<file path="src/rtl/sef_pkg.sv">
package sef_pkg;

  localparam int unsigned PIX_W           = 8;
  localparam int unsigned IMG_DIM_DEFAULT = 128;
  localparam int unsigned QUEUE_DEPTH_DEF = 4;

  // Neighborhood of one interior pixel, compass names, top row is the oldest line.
  // The center pixel does not enter either Sobel sum and is not carried.
  typedef struct packed {
    logic [PIX_W-1:0] nw;
    logic [PIX_W-1:0] n;
    logic [PIX_W-1:0] ne;
    logic [PIX_W-1:0] w;
    logic [PIX_W-1:0] e;
    logic [PIX_W-1:0] sw;
    logic [PIX_W-1:0] s;
    logic [PIX_W-1:0] se;
    logic             last;
  } win_t;

endpackage

</file>
<file path="src/rtl/sef_front.sv">
module sef_front #(
  parameter int unsigned IMG_DIM     = 128,
  parameter int unsigned QUEUE_DEPTH = 4
) (
  input  logic                             clk_i,
  input  logic                             rst_ni,
  input  logic                             in_valid_i,
  output logic                             in_stall_o,
  input  logic [7:0]                       pixel_i,
  input  logic                             frame_start_i,
  input  logic [$clog2(QUEUE_DEPTH+1)-1:0] q_count_i,
  output logic                             push_o,
  output sef_pkg::win_t                    push_data_o
);
  import sef_pkg::*;

  localparam int unsigned POS_W = $clog2(IMG_DIM);
  localparam int unsigned CNT_W = $clog2(QUEUE_DEPTH + 1);

  logic [POS_W-1:0] row_q, col_q, row_d, col_d;
  logic [POS_W-1:0] cur_row, cur_col;
  logic             accept;

  logic             a_valid_q;
  logic [PIX_W-1:0] a_px_q;
  logic [POS_W-1:0] a_col_q;
  logic             a_prod_q, a_last_q;

  // Each entry holds {upper line, middle line} for one column.
  logic [2*PIX_W-1:0] mem [IMG_DIM];
  logic [2*PIX_W-1:0] rd_q;
  logic [2*PIX_W-1:0] wr_data;

  // Two older window columns: index 0 top, 1 middle, 2 bottom.
  logic [PIX_W-1:0] c0_q [3];
  logic [PIX_W-1:0] c1_q [3];

  logic [CNT_W:0] level;

  assign level      = {1'b0, q_count_i} + {{CNT_W{1'b0}}, a_valid_q};
  assign in_stall_o = level >= (CNT_W+1)'(QUEUE_DEPTH);
  assign accept     = in_valid_i && !in_stall_o;

  assign cur_row = frame_start_i ? '0 : row_q;
  assign cur_col = frame_start_i ? '0 : col_q;

  always_comb begin
    col_d = cur_col;
    row_d = cur_row;
    if (cur_col == POS_W'(IMG_DIM - 1)) begin
      col_d = '0;
      if (cur_row == POS_W'(IMG_DIM - 1)) begin
        row_d = '0;
      end else begin
        row_d = cur_row + POS_W'(1);
      end
    end else begin
      col_d = cur_col + POS_W'(1);
    end
  end

  always_ff @(posedge clk_i or negedge rst_ni) begin
    if (!rst_ni) begin
      row_q     <= '0;
      col_q     <= '0;
      a_valid_q <= 1'b0;
    end else begin
      a_valid_q <= accept;
      if (accept) begin
        row_q <= row_d;
        col_q <= col_d;
      end
    end
  end

  always_ff @(posedge clk_i) begin
    if (accept) begin
      a_px_q   <= pixel_i;
      a_col_q  <= cur_col;
      a_prod_q <= (cur_row >= POS_W'(2)) && (cur_col >= POS_W'(2));
      a_last_q <= (cur_row == POS_W'(IMG_DIM - 1)) && (cur_col == POS_W'(IMG_DIM - 1));
    end
  end

  // Middle line moves up, the new pixel becomes the middle line.
  assign wr_data = {rd_q[PIX_W-1:0], a_px_q};

  always_ff @(posedge clk_i) begin
    if (a_valid_q) begin
      mem[a_col_q] <= wr_data;
    end
    if (accept) begin
      if (a_valid_q && (a_col_q == cur_col)) begin
        rd_q <= wr_data;
      end else begin
        rd_q <= mem[cur_col];
      end
    end
  end

  always_ff @(posedge clk_i or negedge rst_ni) begin
    if (!rst_ni) begin
      for (int i = 0; i < 3; i++) begin
        c0_q[i] <= '0;
        c1_q[i] <= '0;
      end
    end else if (a_valid_q) begin
      for (int i = 0; i < 3; i++) begin
        c0_q[i] <= c1_q[i];
      end
      c1_q[0] <= rd_q[2*PIX_W-1:PIX_W];
      c1_q[1] <= rd_q[PIX_W-1:0];
      c1_q[2] <= a_px_q;
    end
  end

  assign push_o           = a_valid_q && a_prod_q;
  assign push_data_o.nw   = c0_q[0];
  assign push_data_o.n    = c1_q[0];
  assign push_data_o.ne   = rd_q[2*PIX_W-1:PIX_W];
  assign push_data_o.w    = c0_q[1];
  assign push_data_o.e    = rd_q[PIX_W-1:0];
  assign push_data_o.sw   = c0_q[2];
  assign push_data_o.s    = c1_q[2];
  assign push_data_o.se   = a_px_q;
  assign push_data_o.last = a_last_q;

  a_space: assert property (@(posedge clk_i) disable iff (!rst_ni)
    push_o |-> (q_count_i < CNT_W'(QUEUE_DEPTH)))
    else $error("front pushes into a full queue");

endmodule

</file>
<file path="src/rtl/sef_queue.sv">
module sef_queue #(
  parameter int unsigned DEPTH = 4
) (
  input  logic                       clk_i,
  input  logic                       rst_ni,
  input  logic                       push_i,
  input  sef_pkg::win_t              push_data_i,
  input  logic                       pop_i,
  output sef_pkg::win_t              head_o,
  output logic                       nonempty_o,
  output logic [$clog2(DEPTH+1)-1:0] count_o
);
  import sef_pkg::*;

  localparam int unsigned PTR_W = $clog2(DEPTH);
  localparam int unsigned CNT_W = $clog2(DEPTH + 1);

  win_t             slots_q [DEPTH];
  logic [PTR_W-1:0] wr_ptr_q, rd_ptr_q;
  logic [CNT_W-1:0] count_q;

  function automatic logic [PTR_W-1:0] next_ptr(input logic [PTR_W-1:0] p);
    return (p == PTR_W'(DEPTH - 1)) ? '0 : p + PTR_W'(1);
  endfunction

  always_ff @(posedge clk_i) begin
    if (push_i) begin
      slots_q[wr_ptr_q] <= push_data_i;
    end
  end

  always_ff @(posedge clk_i or negedge rst_ni) begin
    if (!rst_ni) begin
      wr_ptr_q <= '0;
      rd_ptr_q <= '0;
      count_q  <= '0;
    end else begin
      if (push_i) begin
        wr_ptr_q <= next_ptr(wr_ptr_q);
      end
      if (pop_i) begin
        rd_ptr_q <= next_ptr(rd_ptr_q);
      end
      if (push_i && !pop_i) begin
        count_q <= count_q + CNT_W'(1);
      end else if (pop_i && !push_i) begin
        count_q <= count_q - CNT_W'(1);
      end
    end
  end

  assign head_o     = slots_q[rd_ptr_q];
  assign nonempty_o = count_q != '0;
  assign count_o    = count_q;

  q_no_overflow: assert property (@(posedge clk_i) disable iff (!rst_ni)
    (count_q == CNT_W'(DEPTH)) |-> (!push_i || pop_i))
    else $error("queue overflow");

  q_no_underflow: assert property (@(posedge clk_i) disable iff (!rst_ni)
    pop_i |-> nonempty_o)
    else $error("queue underflow");

  q_ptr_track: assert property (@(posedge clk_i) disable iff (!rst_ni)
    (count_q == '0) |-> (wr_ptr_q == rd_ptr_q))
    else $error("queue pointers disagree with empty count");

endmodule

</file>
<file path="src/rtl/sef_back.sv">
module sef_back (
  input  logic          clk_i,
  input  logic          rst_ni,
  input  sef_pkg::win_t head_i,
  input  logic          nonempty_i,
  output logic          pop_o,
  output logic          out_valid_o,
  input  logic          out_stall_i,
  output logic [7:0]    edge_value_o,
  output logic          last_of_frame_o
);
  import sef_pkg::*;

  logic [PIX_W+1:0] gx_pos, gx_neg, gy_pos, gy_neg;
  logic signed [PIX_W+2:0] gx, gy;
  logic [PIX_W-1:0] cx, cy, sum;
  logic             out_valid_q;
  logic [PIX_W-1:0] edge_q;
  logic             last_q;

  // Sums above 255 saturate; everything else keeps its low byte, negatives wrap.
  function automatic logic [PIX_W-1:0] cap_byte(input logic signed [PIX_W+2:0] g);
    return (g > $signed((PIX_W+3)'(255))) ? {PIX_W{1'b1}} : g[PIX_W-1:0];
  endfunction

  always_comb begin
    gx_pos = {2'b00, head_i.ne} + {1'b0, head_i.e, 1'b0} + {2'b00, head_i.se};
    gx_neg = {2'b00, head_i.nw} + {1'b0, head_i.w, 1'b0} + {2'b00, head_i.sw};
    gy_pos = {2'b00, head_i.nw} + {1'b0, head_i.n, 1'b0} + {2'b00, head_i.ne};
    gy_neg = {2'b00, head_i.sw} + {1'b0, head_i.s, 1'b0} + {2'b00, head_i.se};
    gx     = $signed({1'b0, gx_pos}) - $signed({1'b0, gx_neg});
    gy     = $signed({1'b0, gy_pos}) - $signed({1'b0, gy_neg});
    cx     = cap_byte(gx);
    cy     = cap_byte(gy);
    sum    = cx + cy;
  end

  assign pop_o = nonempty_i && (!out_valid_q || !out_stall_i);

  always_ff @(posedge clk_i or negedge rst_ni) begin
    if (!rst_ni) begin
      out_valid_q <= 1'b0;
    end else if (!out_valid_q || !out_stall_i) begin
      out_valid_q <= nonempty_i;
    end
  end

  always_ff @(posedge clk_i) begin
    if (pop_o) begin
      edge_q <= {PIX_W{1'b1}} - sum;
      last_q <= head_i.last;
    end
  end

  assign out_valid_o     = out_valid_q;
  assign edge_value_o    = edge_q;
  assign last_of_frame_o = last_q;

endmodule

</file>
<file path="src/rtl/sobel_edge_filter_3x3.sv">
// Sobel edge filter over square grey images of IMG_DIM x IMG_DIM pixels, streamed in
// raster order with frame_start on the first pixel of each image. One pixel is
// transferred per clock cycle when the output side keeps up; the rate is set by the
// line store in the front, which is read through one port and rewritten through a
// second port once per pixel.
// Each interior pixel (not in the first or last row or column) yields one result,
// issued when the pixel below and to the right of it arrives; border positions yield
// nothing. A result passes a front register and the queue into the output register.
// last_of_frame marks the result of the last interior pixel of the image. An image that
// runs past its end without frame_start simply wraps to a new image.
module sobel_edge_filter_3x3 #(
  parameter int unsigned IMG_DIM     = sef_pkg::IMG_DIM_DEFAULT,
  parameter int unsigned QUEUE_DEPTH = sef_pkg::QUEUE_DEPTH_DEF
) (
  input  logic       clk_i,
  input  logic       rst_ni,
  input  logic       in_valid_i,
  output logic       in_stall_o,
  input  logic [7:0] pixel_i,
  input  logic       frame_start_i,
  output logic       out_valid_o,
  input  logic       out_stall_i,
  output logic [7:0] edge_value_o,
  output logic       last_of_frame_o
);
  import sef_pkg::*;

  localparam int unsigned CNT_W = $clog2(QUEUE_DEPTH + 1);

  // The front tracks the pixel position, keeps two lines in one line store and the
  // window, and pushes a finished neighborhood for every interior pixel. It stalls
  // its input only when the queue could not take what is already in flight.
  logic             push;
  win_t             push_data;
  win_t             head;
  logic             nonempty;
  logic             pop;
  logic [CNT_W-1:0] q_count;

  sef_front #(
    .IMG_DIM    (IMG_DIM),
    .QUEUE_DEPTH(QUEUE_DEPTH)
  ) u_front (
    .clk_i        (clk_i),
    .rst_ni       (rst_ni),
    .in_valid_i   (in_valid_i),
    .in_stall_o   (in_stall_o),
    .pixel_i      (pixel_i),
    .frame_start_i(frame_start_i),
    .q_count_i    (q_count),
    .push_o       (push),
    .push_data_o  (push_data)
  );

  // The queue decouples the two halves, so a stalled output does not stop the
  // front until the queue has filled.
  sef_queue #(
    .DEPTH(QUEUE_DEPTH)
  ) u_queue (
    .clk_i      (clk_i),
    .rst_ni     (rst_ni),
    .push_i     (push),
    .push_data_i(push_data),
    .pop_i      (pop),
    .head_o     (head),
    .nonempty_o (nonempty),
    .count_o    (q_count)
  );

  // The back computes both gradients, caps each at 255, adds them, subtracts the sum
  // from 255 and holds the result in the output register until the transfer completes.
  sef_back u_back (
    .clk_i          (clk_i),
    .rst_ni         (rst_ni),
    .head_i         (head),
    .nonempty_i     (nonempty),
    .pop_o          (pop),
    .out_valid_o    (out_valid_o),
    .out_stall_i    (out_stall_i),
    .edge_value_o   (edge_value_o),
    .last_of_frame_o(last_of_frame_o)
  );

endmodule

</file>
<file path="config.mk">
export PLATFORM = sky130hd
export DESIGN_NAME = sobel_edge_filter_3x3
export DESIGN_NICKNAME = d
export VERILOG_FILES = /design/src/rtl/sef_pkg.sv /design/src/rtl/sef_front.sv /design/src/rtl/sef_queue.sv /design/src/rtl/sef_back.sv /design/src/rtl/sobel_edge_filter_3x3.sv
export SDC_FILE = /design/constraint.sdc
export NUM_CORES = 2
export LEC_CHECK = 0
export BUFFER_PORTS_ARGS = -buffer_cell sky130_fd_sc_hd__buf_2
export CAP_MARGIN = 20
export CORE_MARGIN = 1.5
export CORE_UTILIZATION = 38
export CTS_CLUSTER_DIAMETER = 40
export DETAILED_ROUTE_END_ITERATION = 12
export PLACE_DENSITY_LB_ADDON = 0.25
export SLEW_MARGIN = 0
export SYNTH_ARGS = -nofsm -noshare
export SYNTH_HDL_FRONTEND = slang
export SYNTH_SLANG_ARGS = --single-unit
</file>
<file path="constraint.sdc">
create_clock -name clk_i -period 11.9 [get_ports clk_i]
set_input_delay 1.19 -clock clk_i [delete_from_list [all_inputs] [get_ports clk_i]]
set_output_delay 1.19 -clock clk_i [all_outputs]
set_load 0.01 [all_outputs]
</file>
==> run metrics <==
outcome completed; CP Capture Type flop; cts hold-fix bufs 0; Total Wirelength 288,500 µm; Final Setup Violations 0; DR vias 57,860; Buf+Inv Stages, Crit Path 4; CP Launch Type flop; Post-synth EDFFs 2,350; CTS tree built; grt total ovfl 0; Max VDD drop 1752 µV; critical path peak fanout 35; Slew Viols, Final 0; Vias/cell 5.821; Worst path most repeated cell fa_1; Cell Pwr Density 315.9 mW/mm²; maxcap violations 0; PostCTS Resize Cnt 0; worst slew pin tran 1.249 ns; GRT Resource Usage Total 21.80%; Rows 185; clk_lat worst skew 0.94 ns; Area Growth Syn to Fin 15.87%; Final min period 7.637 ns; slowest CP cell dfrtp_4; Cells after DPL 9,358; maximum clock rate 130.9 MHz; Clock Tree Buf Depth 4; I/O Pins 24; delay-heaviest family, CP adder cells; Synth Flop Type edfxtp_1; distinct cell type count after synthesis 79; Clock transition at path regs 0.06 ns; initial antenna violation count 11; leakage 36.50 nW; Setup Fix Bufs, Post-CTS 0; Tcrit/Tclk final 64.18%; worst setup margin 4.263 ns; Post-Syn Area 0.09745 mm²; Power, Total 0.03567 W; Avg Cell Area, Syn 15.94 µm²; core area 0.2546 mm²; die height 509.4 µm; net count after synthesis 6,232; non-filler cells, final 9,940; Yosys warnings 0; clk_skew 0.05927 ns; Root Driver clkbuf_16; nets 6,447; Worst slew margin 16.26%; Starting Density 38.27%; Setup CP Type flop to flop; CTS buffer count 332; Hold Crit Class input port to async pin; Routed Antenna Nets 0; Yosys reg bits 2,421; WL per Instance 29.03 µm; largest net degree at the start of global routing 135; layout cells sized above 1 15.81%; CP required 12.54 ns; die width 509.4 µm; clock sinks 2,421; Post-synth ARST share 2.933%; Post-Place Worst Slack 4.116 ns; Initial DRC Count 7,426; sequential share of the synthesized area 74.24%; CP peak stage delay 0.90 ns; final hold vios 0; H-tree levels 5; vias in the first global route 56,330; RSZ-0062 raised after global routing false; First-pass DRT Iterations 6; first-pass GRT wire length 411,600 µm; RePlAce Congestion 0.8468; setup_tns 0 ns; DP Wirelength 161,600 µm; PortBufs 23; Synth Instances 6,114; die area 0.2595 mm²; critical path data arrival time 8.28 ns; DRC Markers 0
## Yosys cell counts (all sizes together), types with 7 or more instances
| cell | count | share of area (%) |
|---|---|---|
| a2111oi | 70 | 0.63 |
| a211oi | 43 | 0.34 |
| a21oi | 432 | 2.2 |
| a221oi | 57 | 0.51 |
| a22oi | 9 | 0.069 |
| a311oi | 30 | 0.28 |
| a31oi | 18 | 0.12 |
| a32oi | 25 | 0.22 |
| buf | 231 | 1.5 |
| clkbuf | 170 | 0.65 |
| dfrtp | 71 | 1.8 |
| edfxtp | 2350 | 72 |
| fa | 58 | 1.2 |
| ha | 47 | 0.60 |
| inv | 144 | 0.56 |
| mux2 | 110 | 1.3 |
| mux2i | 410 | 4.2 |
| mux4 | 66 | 1.5 |
| nand2 | 424 | 1.6 |
| nand2b | 14 | 0.098 |
| nand3 | 39 | 0.20 |
| nor2 | 284 | 1.1 |
| nor2b | 42 | 0.27 |
| nor3 | 84 | 0.44 |
| nor4 | 58 | 0.37 |
| o211ai | 16 | 0.12 |
| o21a | 26 | 0.20 |
| o21ai | 284 | 1.5 |
| o221ai | 179 | 1.6 |
| o22ai | 186 | 1.2 |
| o32ai | 9 | 0.081 |
| or2 | 7 | 0.045 |
| or3 | 7 | 0.045 |
| xnor2 | 17 | 0.15 |
| xor2 | 10 | 0.090 |
## sequential cells by signal (all words and copies together) (netlist names)
name and cells:
u_front.mem 2048, u_queue.slots_q 260, u_front.push_data_o 40, u_front.rd_q 16
u_back.edge_value_o 8, u_front.a_px_q 8, u_front.c1_q 8, u_front.a_col_q 7
u_front.col_q 7, u_front.row_q 7, u_queue.count_o 3, u_queue.rd_ptr_q 2
u_queue.wr_ptr_q 2, u_back.last_of_frame_o 1, u_back.out_valid_o 1, u_front.a_last_q 1
u_front.a_prod_q 1, u_front.a_valid_q 1
## power breakdown
group          internal, W  leakage [nW]  total (W)  switching, W
Sequential          0.0107          22.0     0.0111      0.000382
Combinational      0.00591          9.19     0.0148       0.00887
Clock              0.00603          5.29    0.00981       0.00378
Total               0.0226          36.5     0.0357        0.0130
## layout by cell type (no fill, tap or decap), types with 14 or more instances in the layout
cell	instances
nor2b_1	41
clkbuf_16	336
a21oi_1	432
inv_1	139
nor2_1	280
ha_1	47
clkinv_1	15
buf_2	24
a2111oi_0	67
inv_8	14
bufinv_16	35
mux2_2	110
o221ai_1	179
a221oi_1	57
o21a_1	26
o22ai_1	186
a311oi_1	29
o21ai_0	284
nor3_1	80
fa_1	58
nand2_1	417
mux2i_1	410
inv_6	39
a32oi_1	25
edfxtp_1	2350
mux4_2	66
clkinv_2	38
clkinv_4	27
o211ai_1	16
dfrtp_1	65
clkinvlp_4	34
xnor2_1	17
nor4_1	58
clkbuf_1	31
nand3_1	39
a211oi_1	42
a31oi_1	18
buf_4	241
## per-stage QoR
stage | cell area, µm² | hold WS, ns | util (%)
after floorplan | 97450 | 0.4432 | -
after global placement | 101900 | 0.4611 | 40.01
after detailed placement | 101900 | 0.4832 | 40.03
after CTS | 112900 | 0.2270 | 44.33
after global routing | 112900 | 0.2603 | 44.34
final | 112900 | 0.2704 | 44.35
## per-layer routing
metal / up-vias / global-route usage, % / wire, µm
met2: 2820 / 34.03 / 132700
met4: 2 / 6.356 / 7924
met3: 467 / 4.368 / 25920
met1: 29950 / 30.85 / 122000
li1: 24620 / - / -
met5: - / 0 / 13
## worst register-to-register path: cells and delay by family, from the launching register on
kind / cells / cell delay, ns
buffers and inverters: 4 / 0.88
adder cells (fa/ha/maj): 6 / 2.41
multiplexers: 1 / 0.65
flip-flops: 1 / 0.90
AND/OR/NAND/NOR: 7 / 1.29
AO/OA/AOI/OAI: 6 / 0.99
XOR/XNOR: 2 / 0.29
## area by class of cell
type,instances,area [µm²]
tap,3366,4212
timing repair buffer,282,2270
antenna,3,7.507
fill,22190,141700
clock buffer,373,8607
clock inverter,203,2349
multi-input combinational,3144,22520
inverter,148,589.3
sequential,2421,72360
## worst paths after layout
kind	to	slack (ns)	cells after the start	start
max reg2reg	u_back.edge_value_o[7]	4.26	26	u_queue.rd_ptr_q[0]
min in group clk_i	u_front.a_px_q[3]	0.47	1	pixel_i[3]
min reg2reg	u_front.row_q[0]	0.49	1	u_front.row_q[0]
max	u_back.edge_value_o[7]	4.26	26	u_queue.rd_ptr_q[0]
min	u_front.row_q[4]	0.27	1	rst_ni
max in group asynchronous	u_front.col_q[0]	10.54	2	rst_ni
## cell families after synthesis
logic type	after synthesis	share of synthesized area (%)
and+or+nand+nor	992	4.473
buffers and inverters	549	2.755
adders and majority gates	105	1.795
xor gates and xnor gates	27	0.2427
DFF	2421	74.24
muxes	586	7.008
AOI/OAI and AO/OA	1434	9.487
No activity file was read; power rests on OpenSTA's default activity.
